`src/design/rpc_pkg.sv`:
```
`timescale 1ns / 1ps
// ----------------------------------------------------------------------------
// rpc_pkg
// Shared types and constants of the rolling Pearson correlation unit.
// ----------------------------------------------------------------------------
package rpc_pkg;

	localparam int SampleBits = 16;
	localparam int WindowMax  = 256;
	localparam int SlotBits   = 8;
	localparam int LenBits    = 9;
	localparam int SumBits    = 24;
	localparam int SqBits     = 40;
	localparam int CorrBits   = 16;
	localparam int LenReset   = 20;
	localparam int QueueDepth = 2;

	typedef struct packed {
		logic [LenBits-1:0]       n;
		logic signed [SumBits-1:0] sx;
		logic signed [SumBits-1:0] sy;
		logic signed [SqBits-1:0]  sxx;
		logic signed [SqBits-1:0]  syy;
		logic signed [SqBits-1:0]  sxy;
	} job_t;

	typedef struct packed {
		logic full;
		logic empty;
	} queue_status_t;

	typedef enum logic [1:0] {
		F_IDLE,
		F_READ,
		F_UPDATE
	} front_state_t;

	typedef enum logic [2:0] {
		B_IDLE,
		B_PROD,
		B_SPREAD,
		B_MUL,
		B_DIV,
		B_SQRT,
		B_DONE
	} back_state_t;

endpackage

```
`src/design/rpc_queue.sv`:
```
`timescale 1ns / 1ps
// ----------------------------------------------------------------------------
// rpc_queue
// Short job queue between the window front and the arithmetic back.
// ----------------------------------------------------------------------------
module rpc_queue (
	input  logic                   clk,
	input  logic                   arst_n,
	input  logic                   push,
	input  rpc_pkg::job_t          push_job,
	input  logic                   pop,
	output rpc_pkg::job_t          pop_job,
	output rpc_pkg::queue_status_t status
);
	import rpc_pkg::*;

	localparam int PtrBits = $clog2(QueueDepth);

	job_t               entry_q [QueueDepth];
	logic [PtrBits-1:0] wr_ptr_q, rd_ptr_q;
	logic [PtrBits:0]   count_q;

	assign status.full  = (count_q == (PtrBits+1)'(QueueDepth));
	assign status.empty = (count_q == '0);
	assign pop_job      = entry_q[rd_ptr_q];

	always_ff @(posedge clk or negedge arst_n) begin
		if (!arst_n) begin
			wr_ptr_q <= '0;
			rd_ptr_q <= '0;
			count_q  <= '0;
		end else begin
			if (push) wr_ptr_q <= wr_ptr_q + PtrBits'(1);
			if (pop) rd_ptr_q <= rd_ptr_q + PtrBits'(1);
			if (push && !pop) begin
				count_q <= count_q + (PtrBits+1)'(1);
			end else if (pop && !push) begin
				count_q <= count_q - (PtrBits+1)'(1);
			end
		end
	end

	always_ff @(posedge clk) begin
		if (push) entry_q[wr_ptr_q] <= push_job;
	end

endmodule

```
`config.mk`:
```
export PLATFORM = sky130hd
export DESIGN_NAME = rpc_queue
export DESIGN_NICKNAME = d
export VERILOG_FILES = /design/src/design/rpc_pkg.sv /design/src/design/rpc_queue.sv
export SDC_FILE = /design/constraint.sdc
export NUM_CORES = 1
export LEC_CHECK = 0
export ABC_CLOCK_PERIOD_IN_PS = 10300
export BUFFER_PORTS_ARGS = -buffer_cell sky130_fd_sc_hd__buf_2
export CORE_MARGIN = 3
export CORE_UTILIZATION = 43
export CTS_CLUSTER_SIZE = 20
export DETAILED_ROUTE_END_ITERATION = 8
export PLACE_DENSITY = 0.67
export SETUP_SLACK_MARGIN = 0.3
export SLEW_MARGIN = 20
export SYNTH_ARGS = -nofsm -noshare
export SYNTH_HDL_FRONTEND = slang
export SYNTH_SLANG_ARGS = --single-unit
```
`constraint.sdc`:
```
create_clock -name clk -period 10.3 [get_ports clk]
set_input_delay 0.515 -clock clk [delete_from_list [all_inputs] [get_ports clk]]
set_output_delay 0.515 -clock clk [all_outputs]
set_load 0.1 [all_outputs]
```
Word level (Yosys, flattened, before mapping). Memory sizes are Yosys's and may differ from the RTL's. Index checks and enable logic that the tools add are counted. Widths: inputs -> output; s select.

$add $sub $neg: 4. Muxes and demuxes: 4. Equality and inequality tests: 1. Reduce and logical (&&, ||, !) cells: 6.

Operator list (number): $mux 2 (2); $add 1x1->1 const B (2); $add 2x1->2 const B (1); $eq 2x2->1 const B (1); $logic_and 1x1->1 (2); $logic_not 1->1 (2); $logic_not 2->1 (1); $mux 1 (2); $reduce_bool 2->1 (1); $sub 2x1->2 const B (1).

Bits of input ports: 181. Bits in registers: 4. Logic and storage cells: 19. Output and inout port bits: 179. Memories kept: 1. Bits in writable memories: 354.

Memory list: entry_q (depth 2, bits a word 177, read ports 1, clocked after memory_dff 0, wr ports 1, RTL line rpc_queue.sv:19) `job_t entry_q [QueueDepth];`.

Longest topological paths before layout. Gate-level depths: netlist of the first run.

Depth in word-level cells: 4. Mapped depth: 5. Depth with buffers taken out: 5.

Least setup slack after synthesis of the first run. Ideal clock, no wire load.

Path kind: reg2reg. From: reg wr_ptr_q. To: mem entry_q[0][0] (netlist bit) (enable). Path buffers: 0. Stages on the path, launching flop included: 2. Period minus slack after synthesis: 8.948 ns. Slack: 1.352 ns. Library setup time: 0.738 ns. Arrival time: 8.211 ns. Required time: 9.562 ns. Cells stage by stage: dfrtp_1 -> nor2b_1.

RTL lines: from (decl) (RTL line rpc_queue.sv:20) `logic [PtrBits-1:0] wr_ptr_q, rd_ptr_q;`; from (signal assigned) (RTL line rpc_queue.sv:33) `if (push) wr_ptr_q <= wr_ptr_q + PtrBits'(1);`; to (decl) (RTL line rpc_queue.sv:19).

No word-level cell before the write port.

==> results.sh, run 1 <==
export IMPL_outcome="completed"
export IMPL_ant_nets=0
export IMPL_cts_num_sinks=358
export IMPL_hp_start="push_job[107]"
export IMPL_cap_violations=0
export IMPL_critPathRequiredTime_ps=9790
export IMPL_die_x_um=182
export IMPL_synth_area_sq_mm=0.0134
export IMPL_max_freq_mhz=243
export IMPL_slowest_delay_ps=880
export IMPL_fillCellCount=2375
export IMPL_totalWireLength_um=26100
export IMPL_synth_top_area_cell="edfxtp_1"
export IMPL_cts_root_buf="clkbuf_16"
export IMPL_worst_path_buf_inv=3
export IMPL_drc=0
export IMPL_dp_cells=1302
export IMPL_cp_max_fo=64
export IMPL_initial_core_util_pct=44.3
export IMPL_r2r_start="wr_ptr_q"
export IMPL_arrival_ps=3610
export IMPL_grt_usage_pct=15.3
export IMPL_viasPerCell=4.81
export IMPL_synth_area_leaders="edfxtp_1 79%, mux2_4 11%, mux2_2 6.4%"
export IMPL_post_cts_buffers=0
export IMPL_yosysTopAreaCellShare_pct=79.4
export IMPL_period_needed_ps=4120
export IMPL_boundaryPins=360
export IMPL_die_h_um=182
export IMPL_critical_path_top_delay_family="buffers and inverters"
export IMPL_yosysMostFrequentCell="edfxtp_1"
export IMPL_dieArea_sq_mm=0.0333
export IMPL_relSlewSlack_pct=20.5
export IMPL_cts_buffer_depth=3
export IMPL_io_buffers=359
export IMPL_multi_input_area_sq_mm=0.00246
export IMPL_synth_edff_count=354
export IMPL_synthArstFlopShare_pct=1.12
export IMPL_criticalPathCategory="reg2out"
export IMPL_coreArea_sq_mm=0.0302
export IMPL_antenna_found_initial=5
export IMPL_grt_pass1_wl_um=39600
export IMPL_synth_ff_type="edfxtp_1"
export IMPL_post_route_period_util_pct=40.0
export IMPL_slew_violations=0
export IMPL_first_pass_iters=4
export IMPL_seq_area_frac_synth_pct=80.2
export IMPL_grt_remaining_overflow=0
export IMPL_crit_chain="buf_4, buf_4, mux2_4, buf_2"
export IMPL_syn_area_per_cell_sq_um=23.6
export IMPL_finalHoldViolations=0
export IMPL_tightestPinTransition_ps=1190
export IMPL_cts_max_level=2
export IMPL_routedWlPerCell_um=19.1
export IMPL_synth_seq_cells=358
export IMPL_grt_pass1_vias=6989
export IMPL_instances_no_fill=1370
export IMPL_finalSetupTns_ps=0
export IMPL_yosys_top_cells_count="354 x edfxtp_1, 101 x mux2_4, 76 x mux2_2, 15 x buf_6, 5 x buf_2"
export IMPL_cts_buffers_inserted=38
export IMPL_area_growth_pct=24.8
export IMPL_antenna_cells=0
export IMPL_start_kind="flop"
export IMPL_syn_nets=749
export IMPL_crit_start="rd_ptr_q"
export IMPL_grt_max_degree=178
export IMPL_cp_end_kind="output port"
export IMPL_dp_hpwl_um=17300
export IMPL_drt_iter0_markers=363
export IMPL_worstSkewPairLatency_ps=500
export IMPL_grt_setup_unrepaired="no"
export IMPL_skew_ps=9.18
export IMPL_yosys_warnings=0
export IMPL_finalSetupViolCount=0
export IMPL_layout_nets=1135
export IMPL_vias=6592
export IMPL_rows=63
export IMPL_drive_gt1_share_pct=60.9
export IMPL_clkTransAtPathRegs_ps=60
export IMPL_cp_slowest_cell="buf_4"
export IMPL_seqCellArea_sq_mm=0.0107
export IMPL_cts_tree="built"
export IMPL_routabilityCongestion=0.726
export IMPL_syn_instance_count=567
export IMPL_hold_path_class="in2reg"
export IMPL_holdWs_ps=197
export IMPL_crit_top_cell="buf_4"
export IMPL_ys_types=13
## stage by stage
| stage | setup WS [ps] | cell area, sq um | util (%) |
|---|---|---|---|
| after global placement | 6580 | 15500 | 51.5 |
| after floorplan | 1350 | 13400 | - |
| after CTS | 6060 | 16700 | 55.3 |
| after global routing | 5930 | 16700 | 55.3 |
| final | 6180 | 16700 | 55.3 |
| after detailed placement | 6600 | 15500 | 51.5 |
## kinds of logic after synthesis
kind of cell,synth area share (%)
DFF,80.2
muxes,17.7
buffers and inverters,1.48
xor gates and xnor gates,0.327
and+or+nand+nor,0.196
adders and majority gates,0.0935
## flip-flops by register name, indices dropped and copies added, names as in the netlist
signal    flops
count_q       2
entry_q     354
rd_ptr_q      1
wr_ptr_q      1
## path summary, 6_finish.rpt
kind / to / slack, ps / depth (start not counted)
worst max-delay path: pop_job[28] / 6180 / 4
worst min-delay path: entry_q[0][107] / 200 / 1
worst max register to register: entry_q[1][32] / 8030 / 2
worst min register to register: count_q[1] / 490 / 1
max in group asynchronous: rd_ptr_q / 9790 / 2
min in group asynchronous: rd_ptr_q / 370 / 2
## routing by layer
layer | track usage, % | vias to the layer above | share of wire, %
li1 | - | 3035 | -
met1 | 19.0 | 3222 | 39
met2 | 25.5 | 269 | 50
met3 | 5.36 | 56 | 9.1
met4 | 4.11 | 10 | 2.3
met5 | 0 | - | 0.29
## placed cells by master (no fill, tap or decap)
cell type	count
mux2_2	76
ha_1	1
and2_4	1
edfxtp_1	354
buf_12	1
xnor2_1	1
clkinvlp_4	1
xor2_1	4
clkbuf_16	41
nor2_1	2
nor2b_1	1
nor2b_4	1
buf_4	5
mux2_4	101
inv_1	1
clkinv_4	2
clkbuf_1	8
buf_2	359
dfrtp_4	1
clkinv_2	8
clkinv_1	7
dfrtp_1	3
dlygate4sd3_1	1
## area by class of cell
cell class / count / share of cell area (%)
clock inverter: 18 / 0.547
inverter: 1 / 0.0225
timing repair buffer: 366 / 11.2
sequential: 358 / 64.3
multi-input combinational: 188 / 14.8
clock buffer: 49 / 6.32
tap: 390 / 2.92
## repair_timing
action,4_1_cts,5_1_grt
hold endpoints to repair,4,0
gates resized for setup,0,0
hold buffers,1,0
Power of run 1 is left out: the tool's default activity adds up to more than one toggle a clock period on the data nets, which glitch-free logic cannot reach.
==> run 2: changes to the inputs <==
--- a/config.mk
+++ b/config.mk
@@ -5,7 +5,7 @@
 export SDC_FILE = /design/constraint.sdc
 export NUM_CORES = 1
 export LEC_CHECK = 0
-export ABC_CLOCK_PERIOD_IN_PS = 10300
+export ABC_CLOCK_PERIOD_IN_PS = 3930
 export BUFFER_PORTS_ARGS = -buffer_cell sky130_fd_sc_hd__buf_2
 export CORE_MARGIN = 3
 export CORE_UTILIZATION = 43
==> constraint.sdc (replaced) <==
create_clock -name clk -period 3.93 [get_ports clk]
set_input_delay 0.1965 -clock clk [delete_from_list [all_inputs] [get_ports clk]]
set_output_delay 0.1965 -clock clk [all_outputs]
set_load 0.1 [all_outputs]
==> run 2 against run 1 <==
Net effect: critical path depth decreased by 1; wire length increased by 14%; design area increased by 12%; die area unchanged; clock skew decreased by 2.7 ps; register-to-register slack got worse by 6200 ps; first-iteration DRC count decreased by 24%; worst setup slack got worse by 5000 ps; count of clock-buffer cells in the layout decreased by 1; largest cell class unchanged; highest routed layer unchanged.
==> results.sh, run 2 (synthesized netlist as in run 1, its figures left out) <==
export IMPL_die_x_um=182
export IMPL_dieArea_sq_mm=0.0333
export IMPL_dp_hpwl_um=19100
export IMPL_cts_tree="built"
export IMPL_routabilityCongestion=0.735
export IMPL_outcome="completed"
export IMPL_grt_pass1_wl_um=45000
export IMPL_coreArea_sq_mm=0.0302
export IMPL_tightestPinTransition_ps=1000
export IMPL_first_pass_iters=4
export IMPL_cts_max_level=2
export IMPL_finalSetupTns_ps=0
export IMPL_post_cts_buffers=0
export IMPL_initial_core_util_pct=44.3
export IMPL_seqCellArea_sq_mm=0.0107
export IMPL_layout_nets=1327
export IMPL_multi_input_area_sq_mm=0.00246
export IMPL_critPathRequiredTime_ps=3730
export IMPL_cp_end_kind="output port"
export IMPL_period_needed_ps=2780
export IMPL_drc=0
export IMPL_rows=63
export IMPL_hold_path_class="in2async"
export IMPL_grt_max_degree=65
export IMPL_clkTransAtPathRegs_ps=60
export IMPL_fillCellCount=2191
export IMPL_criticalPathCategory="reg2out"
export IMPL_grt_usage_pct=17.3
export IMPL_totalWireLength_um=29700
export IMPL_cp_max_fo=50
export IMPL_grt_setup_unrepaired="no"
export IMPL_drt_iter0_markers=276
export IMPL_largest_register="entry_q"
export IMPL_relSlewSlack_pct=32.9
export IMPL_post_route_period_util_pct=70.8
export IMPL_cap_violations=0
export IMPL_slew_violations=0
export IMPL_vias=7420
export IMPL_antenna_found_initial=1
export IMPL_start_kind="flop"
export IMPL_final_common_cell="buf_2"
export IMPL_skew_ps=6.52
export IMPL_holdWs_ps=60.6
export IMPL_cts_buffers_inserted=38
export IMPL_cts_buffer_depth=3
export IMPL_most_common_layout_cells="359 x buf_2, 354 x edfxtp_1, 180 x dlygate4sd3_1"
export IMPL_finalSetupViolCount=0
export IMPL_routedWlPerCell_um=19.0
export IMPL_drive_gt1_share_pct=51.7
export IMPL_largest_reg_flops=354
export IMPL_finalHoldViolations=0
export IMPL_cts_num_sinks=358
export IMPL_grt_pass1_vias=8011
export IMPL_arrival_ps=2590
export IMPL_boundaryPins=360
export IMPL_largestRegisters="entry_q: 354 flops, count_q: 2 flops"
export IMPL_die_h_um=182
export IMPL_fin_util_pct=61.8
export IMPL_viasPerCell=4.75
export IMPL_io_buffers=359
export IMPL_max_freq_mhz=359
export IMPL_cts_root_buf="clkbuf_16"
export IMPL_area_growth_pct=39.4
export IMPL_ant_nets=0
export IMPL_grt_remaining_overflow=0
export IMPL_worstSkewPairLatency_ps=500
[run 2: cell types whose count changed in the layout (fill, tap and decap cells not counted)]
cell           delta
dlygate4sd3_1   +179
buf_4            +10
clkinv_2          -6
buf_12            +3
bufinv_16         +3
clkbuf_16         -2
clkinv_1          +2
clkinv_4          -2
clkbuf_1          +1
clkinvlp_4        +1
diode_2           +1
inv_6             +1
[run 2: cell type report]
cell class	instances	area share (%)
Clock inverter	17	0.845
Multi-Input combinational cell	188	13.2
Clock buffer	48	5.41
Antenna cell	1	0.0134
Timing Repair Buffer	558	20.3
Inverter	1	0.0201
Sequential cell	358	57.6
Tap cell	390	2.62
[run 2: final timing paths]
check | from | endpoint | slack (ps) | cells past startpoint
min reg2reg | count_q[1] | count_q[1] | 510 | 1
max | rd_ptr_q | pop_job[12] | 1150 | 3
min | arst_n | count_q[1] | 60 | 2
max in group asynchronous | arst_n | rd_ptr_q | 3730 | 2
max reg2reg | wr_ptr_q | entry_q[0][171] | 1830 | 2
min in group clk | push_job[164] | entry_q[0][164] | 420 | 2
[run 2: metal layers]
metal  track usage (%)  wire [um]  vias up
met1              21.4      11800     3630
met2              29.7      14700      308
met4              5.33        788        2
met3              4.90       2390       57
li1                  -          -     3423
met5                 0         13        -
[run 2: through the flow]
stage,cells,area [sq um],setup WS [ps]
global placement,1315,15700,1670
global route,1560,18600,1040
finish,1561,18700,1150
floorplan,567,13400,456
detailed placement,1315,15700,1660
CTS,1560,18600,1120
[run 2: what timing repair did]
item                                   4_1_cts  5_1_grt
hold buffers                               180        0
gates resized for setup                      0        0
endpoints found under the hold margin      360        0
setup endpoints to repair                    0        0
[run 2: critical path: stages, from the launching register on]
cell	delay, ps
dfrtp_4	900
buf_12	390
mux2_2	390
buf_2	290
Power of run 2 is left out for the same reason.
==> run 3: changes to the inputs <==
--- a/config.mk
+++ b/config.mk
@@ -5,7 +5,7 @@
 export SDC_FILE = /design/constraint.sdc
 export NUM_CORES = 1
 export LEC_CHECK = 0
-export ABC_CLOCK_PERIOD_IN_PS = 3930
+export ABC_CLOCK_PERIOD_IN_PS = 2700
 export BUFFER_PORTS_ARGS = -buffer_cell sky130_fd_sc_hd__buf_2
 export CORE_MARGIN = 3
 export CORE_UTILIZATION = 43
==> constraint.sdc (replaced) <==
create_clock -name clk -period 2.7 [get_ports clk]
set_input_delay 0.135 -clock clk [delete_from_list [all_inputs] [get_ports clk]]
set_output_delay 0.135 -clock clk [all_outputs]
set_load 0.1 [all_outputs]
==> run 3 against run 2 <==
Net effect: first-iteration DRC count up 33%; clock skew up 2.4 ps; count of clock-buffer cells in the layout down 1; flip-flop and latch count unchanged; non-clock buffer count up 3; critical path type unchanged; final cell count up 0.32%; hold slack better by 290 ps.
==> results.sh, run 3 (synthesized netlist as in run 1, its figures left out) <==
export IMPL_hold_path_class="in2reg"
export IMPL_cts_buffers_inserted=38
export IMPL_initial_core_util_pct=44.3
export IMPL_slowest_delay_ps=580
export IMPL_cts_tree="built"
export IMPL_viasPerCell=4.75
export IMPL_slew_violations=0
export IMPL_area_growth_pct=40.2
export IMPL_most_common_layout_cells="359 x buf_2, 354 x edfxtp_1, 181 x dlygate4sd3_1"
export IMPL_grt_remaining_overflow=0
export IMPL_routabilityCongestion=0.747
export IMPL_grt_max_degree=88
export IMPL_antenna_found_initial=1
export IMPL_largest_reg_flops=354
export IMPL_grt_pass1_wl_um=45000
export IMPL_fillCellCount=2146
export IMPL_skew_ps=8.95
export IMPL_crit_chain="buf_12, mux2_2, buf_2"
export IMPL_drt_iter0_markers=366
export IMPL_max_freq_mhz=442
export IMPL_final_common_cell="buf_2"
export IMPL_relSlewSlack_pct=63.4
export IMPL_grt_usage_pct=17.3
export IMPL_first_pass_iters=4
export IMPL_dp_hpwl_um=19000
export IMPL_dieArea_sq_mm=0.0333
export IMPL_cts_root_buf="clkbuf_16"
export IMPL_clkTransAtPathRegs_ps=60
export IMPL_coreArea_sq_mm=0.0302
export IMPL_cp_max_fo=34
export IMPL_largestRegisters="entry_q: 354 flops, count_q: 2 flops"
export IMPL_drive_gt1_share_pct=52.1
export IMPL_criticalPathCategory="reg2out"
export IMPL_cp_end_kind="output port"
export IMPL_worstSkewPairLatency_ps=500
export IMPL_cap_violations=0
export IMPL_cp_slowest_cell="dfrtp_4"
export IMPL_ant_nets=0
export IMPL_finalSetupViolCount=0
export IMPL_finalHoldViolations=0
export IMPL_io_buffers=359
export IMPL_period_needed_ps=2260
export IMPL_vias=7435
export IMPL_drc=0
export IMPL_totalWireLength_um=29500
export IMPL_boundaryPins=360
export IMPL_layout_nets=1330
export IMPL_finalSetupTns_ps=0
export IMPL_reg2reg_slack_ps=1030
export IMPL_cts_max_level=2
export IMPL_critPathRequiredTime_ps=2570
export IMPL_routedWlPerCell_um=18.8
export IMPL_post_route_period_util_pct=83.9
export IMPL_fin_util_pct=62.1
export IMPL_cts_num_sinks=358
export IMPL_die_h_um=182
export IMPL_grt_pass1_vias=8036
export IMPL_holdWs_ps=350
export IMPL_rows=63
export IMPL_start_kind="flop"
export IMPL_outcome="completed"
export IMPL_tightestPinTransition_ps=552
export IMPL_die_x_um=182
export IMPL_grt_setup_unrepaired="no"
export IMPL_arrival_ps=2130
export IMPL_cts_buffer_depth=3
export IMPL_largest_register="entry_q"
==> run 3: cell types whose count changed in the layout (fill, tap and decap cells not counted) <==
cell and delta:
dlygate4sd3_1 +1, clkinvlp_4 -1, buf_8 +1, buf_12 +5, clkbuf_1 -1, buf_6 +1
buf_4 -5, clkinv_2 +6, clkinv_1 -2
==> run 3: path summary, 6_finish.rpt <==
check | depth (start not counted) | to | from
setup / recovery | 3 | pop_job[12] | rd_ptr_q
hold / removal | 2 | entry_q[1][138] | push_job[138]
setup reg to reg | 2 | entry_q[0][96] | wr_ptr_q
hold reg to reg | 1 | count_q[1] | count_q[1]
max in group asynchronous | 3 | rd_ptr_q | arst_n
min in group asynchronous | 3 | wr_ptr_q | arst_n
==> run 3: layout make-up <==
class | instances | area, sq um | area share, %
Antenna cell | 1 | 2.50 | 0.0133
Inverter | 1 | 3.75 | 0.0200
Timing Repair Buffer | 561 | 3890 | 20.7
Tap cell | 390 | 488 | 2.60
Clock buffer | 47 | 1010 | 5.36
Sequential cell | 358 | 10700 | 57.2
Multi-Input combinational cell | 188 | 2460 | 13.1
Clock inverter | 20 | 173 | 0.920
==> run 3: critical path: cells and delay by family (launching register included) <==
kind	cells	cell delay, ps
flops	1	580
buf+inv	2	610
mux	1	370
==> run 3: timing repair <==
action                     4_1_cts  5_1_grt
gates resized for setup          1        0
hold buffers                   181        0
setup buffers                    1        3
pin swaps                        0        0
hold endpoints to repair       360        0
setup endpoints to repair      155       18
==> run 3: metrics by stage <==
step                      area, sq um  setup slack [ps]  std cells
after floorplan                 13400              -774        567
after CTS                       18700               312       1562
after global placement          15700               733       1313
after detailed placement        15700               711       1313
after global routing            18800               361       1566
final                           18800               436       1566
==> run 3: per-layer routing <==
layer / wire, um / global-route usage [%] / vias to the layer above
li1: - / - / 3428
met3: 2280 / 4.78 / 60
met5: 0 / 0 / -
met1: 11900 / 21.6 / 3649
met4: 762 / 5.12 / 0
met2: 14600 / 29.6 / 298
Power of run 3 is left out for the same reason.
